**src/cfp_pkg.sv**
```systemverilog
`timescale 1ns / 1ps
// ----------------------------------------------------------------------------
// Command frame parser package
// Byte codes shared by the parser logic.
// ----------------------------------------------------------------------------
package cfp_pkg;

  localparam logic [7:0] CH_HASH  = 8'h23;  // '#'
  localparam logic [7:0] CH_NL    = 8'h0A;  // newline
  localparam logic [7:0] CH_BSL   = 8'h5C;  // backslash
  localparam logic [7:0] CH_ZERO  = 8'h30;  // '0'
  localparam logic [7:0] CH_ONE   = 8'h31;  // '1'
  localparam logic [7:0] CH_TWO   = 8'h32;  // '2'
  localparam logic [7:0] CH_THREE = 8'h33;  // '3'
  localparam logic [7:0] CH_NINE  = 8'h39;  // '9'
  localparam logic [7:0] CH_UC_A  = 8'h41;
  localparam logic [7:0] CH_UC_Z  = 8'h5A;
  localparam logic [7:0] CH_LC_A  = 8'h61;
  localparam logic [7:0] CH_LC_Z  = 8'h7A;

  localparam int unsigned BYTE_W  = 8;
  localparam int unsigned COUNT_W = 4;
  localparam int unsigned STATE_W = 3;

endpackage

```
**src/cfp_if.sv**
```systemverilog
`timescale 1ns / 1ps
// ----------------------------------------------------------------------------
// Command frame parser channels
// Valid/ready channels for received bytes and for parse results.
// ----------------------------------------------------------------------------
interface cfp_in_if;
  logic       valid;
  logic       ready;
  logic [7:0] rx_byte;

  modport source (output valid, output rx_byte, input ready);
  modport sink   (input valid, input rx_byte, output ready);
endinterface

interface cfp_out_if;
  logic       valid;
  logic       ready;
  logic       data_valid;
  logic [7:0] data_byte;
  logic [3:0] data_index;
  logic       frame_done;
  logic [7:0] cmd_code;
  logic [3:0] data_count;
  logic       framing_error;
  logic [2:0] parser_state;

  modport source (
    output valid, output data_valid, output data_byte, output data_index,
    output frame_done, output cmd_code, output data_count,
    output framing_error, output parser_state, input ready
  );
  modport sink (
    input valid, input data_valid, input data_byte, input data_index,
    input frame_done, input cmd_code, input data_count,
    input framing_error, input parser_state, output ready
  );
endinterface

```
**src/command_frame_parser.sv**
```systemverilog
`timescale 1ns / 1ps
// ----------------------------------------------------------------------------
// Command frame parser
// Parses '#', size digit, command letter, payload with escapes, newline.
// ----------------------------------------------------------------------------
// Usage:
//   in_ch  : one received byte per request (rx_byte).
//   out_ch : one result per accepted byte: decoded payload byte with its
//            index, frame-done pulse with command and length, framing error
//            flag and the parser state after the byte.
//   Each byte is decoded by the state machine in the cycle it is accepted;
//   the result sits in the output register from the next cycle, and one byte is
//   taken every cycle while results drain.
//   A stalled receiver holds the output register; in_ch.ready drops only
//   while a result waits and out_ch.ready is low, so no result is lost.
//   Reset puts the parser in the expect-hash state with counters and the
//   command letter cleared and the output register empty.
//   A corrupt stream is recovered only by a '#', which starts a new frame.
// ----------------------------------------------------------------------------
module command_frame_parser
  import cfp_pkg::*;
(
  input  logic             clk,
  input  logic             rst_n,
  cfp_in_if.sink           in_ch,
  cfp_out_if.source        out_ch
);

  typedef enum logic [STATE_W-1:0] {
    ST_CORRUPT = 3'd0,
    ST_HASH    = 3'd1,
    ST_SIZE    = 3'd2,
    ST_CMD     = 3'd3,
    ST_DATA    = 3'd4,
    ST_ESC     = 3'd5,
    ST_END     = 3'd6
  } state_t;

  state_t               state_r, state_nxt;
  logic [COUNT_W-1:0]   exp_cnt_r, exp_cnt_nxt;
  logic [COUNT_W-1:0]   rcv_cnt_r, rcv_cnt_nxt;
  logic [BYTE_W-1:0]    cmd_r, cmd_nxt;

  logic                 out_valid_r;
  logic                 dvalid_r, dvalid_nxt;
  logic [BYTE_W-1:0]    dbyte_r, dbyte_nxt;
  logic [COUNT_W-1:0]   dindex_r, dindex_nxt;
  logic                 done_r, done_nxt;
  logic [BYTE_W-1:0]    cmd_out_r, cmd_out_nxt;
  logic [COUNT_W-1:0]   count_out_r, count_out_nxt;
  logic                 err_r, err_nxt;

  logic [BYTE_W-1:0]    c;
  logic                 accept;
  logic                 store;
  logic                 good_prev;
  logic [COUNT_W-1:0]   rcv_inc;

  assign c         = in_ch.rx_byte;
  assign in_ch.ready = !out_valid_r || out_ch.ready;
  assign accept    = in_ch.valid && in_ch.ready;
  assign rcv_inc   = rcv_cnt_r + COUNT_W'(1);

  always_comb begin
    state_nxt     = ST_CORRUPT;
    exp_cnt_nxt   = exp_cnt_r;
    rcv_cnt_nxt   = rcv_cnt_r;
    cmd_nxt       = cmd_r;
    store         = 1'b0;
    dbyte_nxt     = '0;
    done_nxt      = 1'b0;
    cmd_out_nxt   = '0;
    count_out_nxt = '0;
    good_prev     = 1'b1;

    case (state_r)
      ST_HASH: begin
        if (c == CH_HASH) state_nxt = ST_SIZE;
      end
      ST_SIZE: begin
        if (c >= CH_ZERO && c <= CH_NINE) begin
          exp_cnt_nxt = COUNT_W'(c - CH_ZERO);
          state_nxt   = ST_CMD;
        end
      end
      ST_CMD: begin
        if ((c >= CH_UC_A && c <= CH_UC_Z) || (c >= CH_LC_A && c <= CH_LC_Z)) begin
          cmd_nxt = c;
          if (exp_cnt_r != '0) begin
            rcv_cnt_nxt = '0;
            state_nxt   = ST_DATA;
          end else begin
            state_nxt = ST_END;
          end
        end
      end
      ST_DATA: begin
        if (c == CH_BSL) begin
          state_nxt = ST_ESC;
        end else begin
          dbyte_nxt = c;
          store     = 1'b1;
        end
      end
      ST_ESC: begin
        case (c)
          CH_ZERO:  begin dbyte_nxt = 8'h00;  store = 1'b1; end
          CH_ONE:   begin dbyte_nxt = CH_HASH; store = 1'b1; end
          CH_TWO:   begin dbyte_nxt = CH_NL;  store = 1'b1; end
          CH_THREE: begin dbyte_nxt = CH_BSL; store = 1'b1; end
          default:  ;
        endcase
      end
      ST_END: begin
        if (c == CH_NL) begin
          done_nxt      = 1'b1;
          cmd_out_nxt   = cmd_r;
          count_out_nxt = exp_cnt_r;
          state_nxt     = ST_HASH;
        end
      end
      default: begin
        // corrupt, and the unused code behaves the same
        good_prev = 1'b0;
        if (c == CH_HASH) state_nxt = ST_SIZE;
      end
    endcase

    dvalid_nxt = store;
    dindex_nxt = store ? rcv_cnt_r : '0;
    if (store) begin
      rcv_cnt_nxt = rcv_inc;
      state_nxt   = (rcv_inc == exp_cnt_r) ? ST_END : ST_DATA;
    end

    err_nxt = good_prev && (state_nxt == ST_CORRUPT);
  end

  always_ff @(posedge clk) begin
    if (!rst_n) begin
      state_r     <= ST_HASH;
      exp_cnt_r   <= '0;
      rcv_cnt_r   <= '0;
      cmd_r       <= '0;
      out_valid_r <= 1'b0;
    end else begin
      if (accept) begin
        state_r     <= state_nxt;
        exp_cnt_r   <= exp_cnt_nxt;
        rcv_cnt_r   <= rcv_cnt_nxt;
        cmd_r       <= cmd_nxt;
        out_valid_r <= 1'b1;
      end else if (out_ch.ready) begin
        out_valid_r <= 1'b0;
      end
    end
  end

  // result payload, loaded with each accepted byte
  always_ff @(posedge clk) begin
    if (accept) begin
      dvalid_r    <= dvalid_nxt;
      dbyte_r     <= dbyte_nxt;
      dindex_r    <= dindex_nxt;
      done_r      <= done_nxt;
      cmd_out_r   <= cmd_out_nxt;
      count_out_r <= count_out_nxt;
      err_r       <= err_nxt;
    end
  end

  logic [STATE_W-1:0] state_out_r;

  always_ff @(posedge clk) begin
    if (accept) state_out_r <= state_nxt;
  end

  assign out_ch.valid         = out_valid_r;
  assign out_ch.data_valid    = dvalid_r;
  assign out_ch.data_byte     = dbyte_r;
  assign out_ch.data_index    = dindex_r;
  assign out_ch.frame_done    = done_r;
  assign out_ch.cmd_code      = cmd_out_r;
  assign out_ch.data_count    = count_out_r;
  assign out_ch.framing_error = err_r;
  assign out_ch.parser_state  = state_out_r;

endmodule
```
**src/flat_wrapper.sv**
```systemverilog
// flat-port wrapper written by rule: the top's interface ports become plain ports
module command_frame_parser_flat import cfp_pkg::*;
  (clk, rst_n, in_ch_valid, in_ch_rx_byte, in_ch_ready, out_ch_valid, out_ch_data_valid, out_ch_data_byte, out_ch_data_index, out_ch_frame_done, out_ch_cmd_code, out_ch_data_count, out_ch_framing_error, out_ch_parser_state, out_ch_ready);
  cfp_in_if in_ch_i ();
  cfp_out_if out_ch_i ();
  input  logic clk;
  input  logic rst_n;
  input wire logic [$bits(in_ch_i.valid)-1:0] in_ch_valid;
  input wire logic [$bits(in_ch_i.rx_byte)-1:0] in_ch_rx_byte;
  output wire logic [$bits(in_ch_i.ready)-1:0] in_ch_ready;
  output wire logic [$bits(out_ch_i.valid)-1:0] out_ch_valid;
  output wire logic [$bits(out_ch_i.data_valid)-1:0] out_ch_data_valid;
  output wire logic [$bits(out_ch_i.data_byte)-1:0] out_ch_data_byte;
  output wire logic [$bits(out_ch_i.data_index)-1:0] out_ch_data_index;
  output wire logic [$bits(out_ch_i.frame_done)-1:0] out_ch_frame_done;
  output wire logic [$bits(out_ch_i.cmd_code)-1:0] out_ch_cmd_code;
  output wire logic [$bits(out_ch_i.data_count)-1:0] out_ch_data_count;
  output wire logic [$bits(out_ch_i.framing_error)-1:0] out_ch_framing_error;
  output wire logic [$bits(out_ch_i.parser_state)-1:0] out_ch_parser_state;
  input wire logic [$bits(out_ch_i.ready)-1:0] out_ch_ready;
  assign in_ch_i.valid = in_ch_valid;
  assign in_ch_i.rx_byte = in_ch_rx_byte;
  assign in_ch_ready = in_ch_i.ready;
  assign out_ch_valid = out_ch_i.valid;
  assign out_ch_data_valid = out_ch_i.data_valid;
  assign out_ch_data_byte = out_ch_i.data_byte;
  assign out_ch_data_index = out_ch_i.data_index;
  assign out_ch_frame_done = out_ch_i.frame_done;
  assign out_ch_cmd_code = out_ch_i.cmd_code;
  assign out_ch_data_count = out_ch_i.data_count;
  assign out_ch_framing_error = out_ch_i.framing_error;
  assign out_ch_parser_state = out_ch_i.parser_state;
  assign out_ch_i.ready = out_ch_ready;
  command_frame_parser u_core (.clk(clk), .rst_n(rst_n), .in_ch(in_ch_i), .out_ch(out_ch_i));
endmodule
```
**config.mk**
```make
export PLATFORM = sky130hd
export DESIGN_NAME = command_frame_parser_flat
export DESIGN_NICKNAME = d
export VERILOG_FILES = /design/src/cfp_pkg.sv /design/src/cfp_if.sv /design/src/command_frame_parser.sv /design/src/flat_wrapper.sv
export SDC_FILE = /design/constraint.sdc
export NUM_CORES = 1
export LEC_CHECK = 0
export BUFFER_PORTS_ARGS = -buffer_cell sky130_fd_sc_hd__buf_2
export CAP_MARGIN = 20
export CORE_UTILIZATION = 29
export DETAILED_ROUTE_END_ITERATION = 8
export GPL_TIMING_DRIVEN = 0
export PLACE_DENSITY = 0.55
export SLEW_MARGIN = 30
export SYNTH_ARGS = -nofsm -noshare
export SYNTH_HDL_FRONTEND = slang
export SYNTH_SLANG_ARGS = --single-unit
```
**constraint.sdc**
```tcl
create_clock -name clk -period 3.4 [get_ports clk]
set_clock_uncertainty 0.05 [all_clocks]
set_input_delay 0.17 -clock clk [delete_from_list [all_inputs] [get_ports clk]]
set_output_delay 0.17 -clock clk [all_outputs]
set_load 0.05 [all_outputs]
```
==> run metrics <==
status finished, final reports clean; Area Overhead vs Synth 18.6%; Netlist Area Pre-Place between 0.002 and 0.0025 mm²; Syn. warnings 0; pin count of the biggest net entering global routing 37; Die W 90.0 µm; die height 90.0 µm; kind of end point of the critical path flop; vias in the first global route 1505; Hold Violations, Final 0; critical path class flop to flop; total routed wirelength 4570 µm; Yosys top cell area share between 40% and 50%; Max FO, Critical Path 10; CTS root buffer clkbuf_8; Post-CTS Hold Buffers 0; clk_lat worst skew slightly above 300 ps; CTS Buf Count 5; max-slew violation count 0; Port Buf Inserts 38; Yosys reg bits 50; Min Clock Period, post-route 2300 ps; Avg WL per Cell between 10 and 15 µm; max-cap violations 0; Pre-antenna DRT Iters 4; critical path startpoint category flop; CTS clk-pin slew, worst paths 90 ps; FMAX 435 MHz; Via density 4.61; H-tree lvl count 2; ys async rst share 0%; data required time of the worst path 3580 ps; Worst Hold Class input pin to flop; Setup violations, final 0; clock sinks 50; Starting Density 30.4%; CP peak stage delay ~440 ps; DP Wirelength between 3000 and 4000 µm; Worst-Margin Slew 755 ps; diodes inserted 0; DRC viols 0; nets roughly 260; slew margin rel. 49.6%; Die ar. 0.00809 mm²; cell count after synthesis 203; core area ~0.0074 mm²; row cnt 31; syn_area_per_cell ~11 µm²; dominant synthesized flop cell edfxtp_1; first-pass GRT wire length ~7600 µm; share of cells above drive strength 1 23.7%; Starting DRT DRC Count 100; share of the clock period used by the worst path 67.6%; RePlAce Congestion about 0.76; VDD IR max 0.000147 V; post-synth cell types between 40 and 50; post-synth top area cell edfxtp_1; syn_nets 216; Commonest cells post-synth edfxtp_1, nor2_1, dfxtp_1, and2_1, nand2_1; maximum clock path buffer count 2; Pwr Density roughly 460 mW/mm²; Congestion Overflow GR 0; Lkg Pwr 1.09 nW; Post-CTS Setup Inserts 0; worst path cell trace clkbuf_1 > nor3b_2 > a21boi_1 > or2_2 > buf_2 > a31oi_1 > a311oi_2; worst endpoint data arrival time 2480 ps; initial antenna violation count 0; Design Power between 0.001 and 0.0015 W; # fillers about 800; # IOs 44; Post-CTS Resized 0; total track usage between 10% and 20%; top-count cell post-synth edfxtp_1; WP buf/inv 2; CP max stage cell nor3b_2; CP top delay family compound AO/OA/AOI/OAI gates; via count roughly 1600; setup repair after global routing missed its margin no; Area contributors post-synth edfxtp_1, dfxtp_1, and2_1; Final ANT Viol Nets 0; CTS tree done; sequential element share of the synthesized area between 50% and 60%; total negative slack 0 ps; EDFF count, synth 30
cell type report:
cell class,count,area (µm²),area share (%)
multi-input cells,133,847,31.8
repair buffers,38,190,7.15
inverters,7,26.3,0.987
well taps,99,124,4.65
plain buffers,13,68.8,2.59
clock buffers,6,93.8,3.53
flip-flops and latches,50,1300,48.9
clock inverters,2,10.0,0.376
kinds of logic after synthesis:
| logic type | share of synthesized area, % |
|---|---|
| multiplexers | 3.57 |
| buffers and inverters | 4.24 |
| XOR/XNOR | 2.96 |
| AND/OR/NAND/NOR | 20.9 |
| flip-flops | 58.0 |
| adder cells (fa/ha/maj) | 0.558 |
| AO/OA/AOI/OAI | 9.76 |
per-stage QoR:
stage	hold WS [ps]	utilization, %	area [µm²]	instances	worst slack, ps
after CTS	41.9	36.1	2660	348	1090
after floorplan	249	-	2240	203	630
after detailed placement	365	34.7	2560	340	1120
after global routing	40.5	36.1	2660	348	902
final	56.4	36.1	2660	348	1100
after global placement	364	34.7	2560	340	909
per-layer routing:
layer | track usage [%] | part of all wire, % | wire length (µm) | up-vias
li1 | - | - | - | 804
met1 | 16.4 | 48 | 2180 | 753
met2 | 17.8 | 46 | 2090 | 38
met3 | 3.05 | 4.3 | 198 | 8
met4 | 5.65 | 2.3 | 103 | 0
met5 | 0 | 0 | 0 | -
tightest hold or removal path: cells and delay by family:
family | cells | cell delay, ps
buffers and inverters | 2 | 150
AOI/OAI and AO/OA | 1 | 50
flip-flops by register name, summed over array words and instances (netlist names):
signal	count
u_core.out_ch.data_index	4
u_core.state_r	3
u_core.out_ch.frame_done	1
u_core.out_ch.cmd_code	8
u_core.rcv_cnt_r	4
u_core.out_ch.valid	1
u_core.exp_cnt_r	4
u_core.out_ch.parser_state	3
u_core.out_ch.data_valid	1
u_core.cmd_r	8
u_core.out_ch.framing_error	1
u_core.out_ch.data_byte	8
u_core.out_ch.data_count	4
cells in the final DEF, fill, tap and decap left out, types with 3 or more instances in the layout:
cell type	Yosys	layout
buf_2	4	42
edfxtp_1	30	30
nor2_1	21	21
dfxtp_1	20	20
nand2_1	18	18
and2_1	18	18
o21ai_0	9	9
mux2i_1	8	8
clkbuf_1	7	7
a21oi_1	6	6
inv_1	7	6
nand3_1	5	5
clkbuf_8	0	5
xnor2_1	4	4
nor4bb_1	3	3
a211o_1	3	3
nand4_1	3	3
nor4_1	3	3
a21o_1	3	3
worst paths after layout:
check	from	to	slack (ps)	depth (start not counted)
min	in_ch_valid	u_core.out_ch.valid$_SDFFE_PN0P_	60	3
max	u_core.state_r[0]$_SDFFE_PN1P_	u_core.rcv_cnt_r[2]$_SDFFE_PN0P_	1100	7
max reg2reg	u_core.state_r[0]$_SDFFE_PN1P_	u_core.rcv_cnt_r[2]$_SDFFE_PN0P_	1100	7
min reg2reg	u_core.cmd_r[7]$_SDFFE_PN0P_	u_core.cmd_r[7]$_SDFFE_PN0P_	380	2
where the power goes:
part | switching (W) | internal (W)
clock network | 0.000201 | 0.000187
logic | 0.000121 | 0.0000345
registers | 0.00000521 | 0.000663
Power figures use the tool's default switching activity.
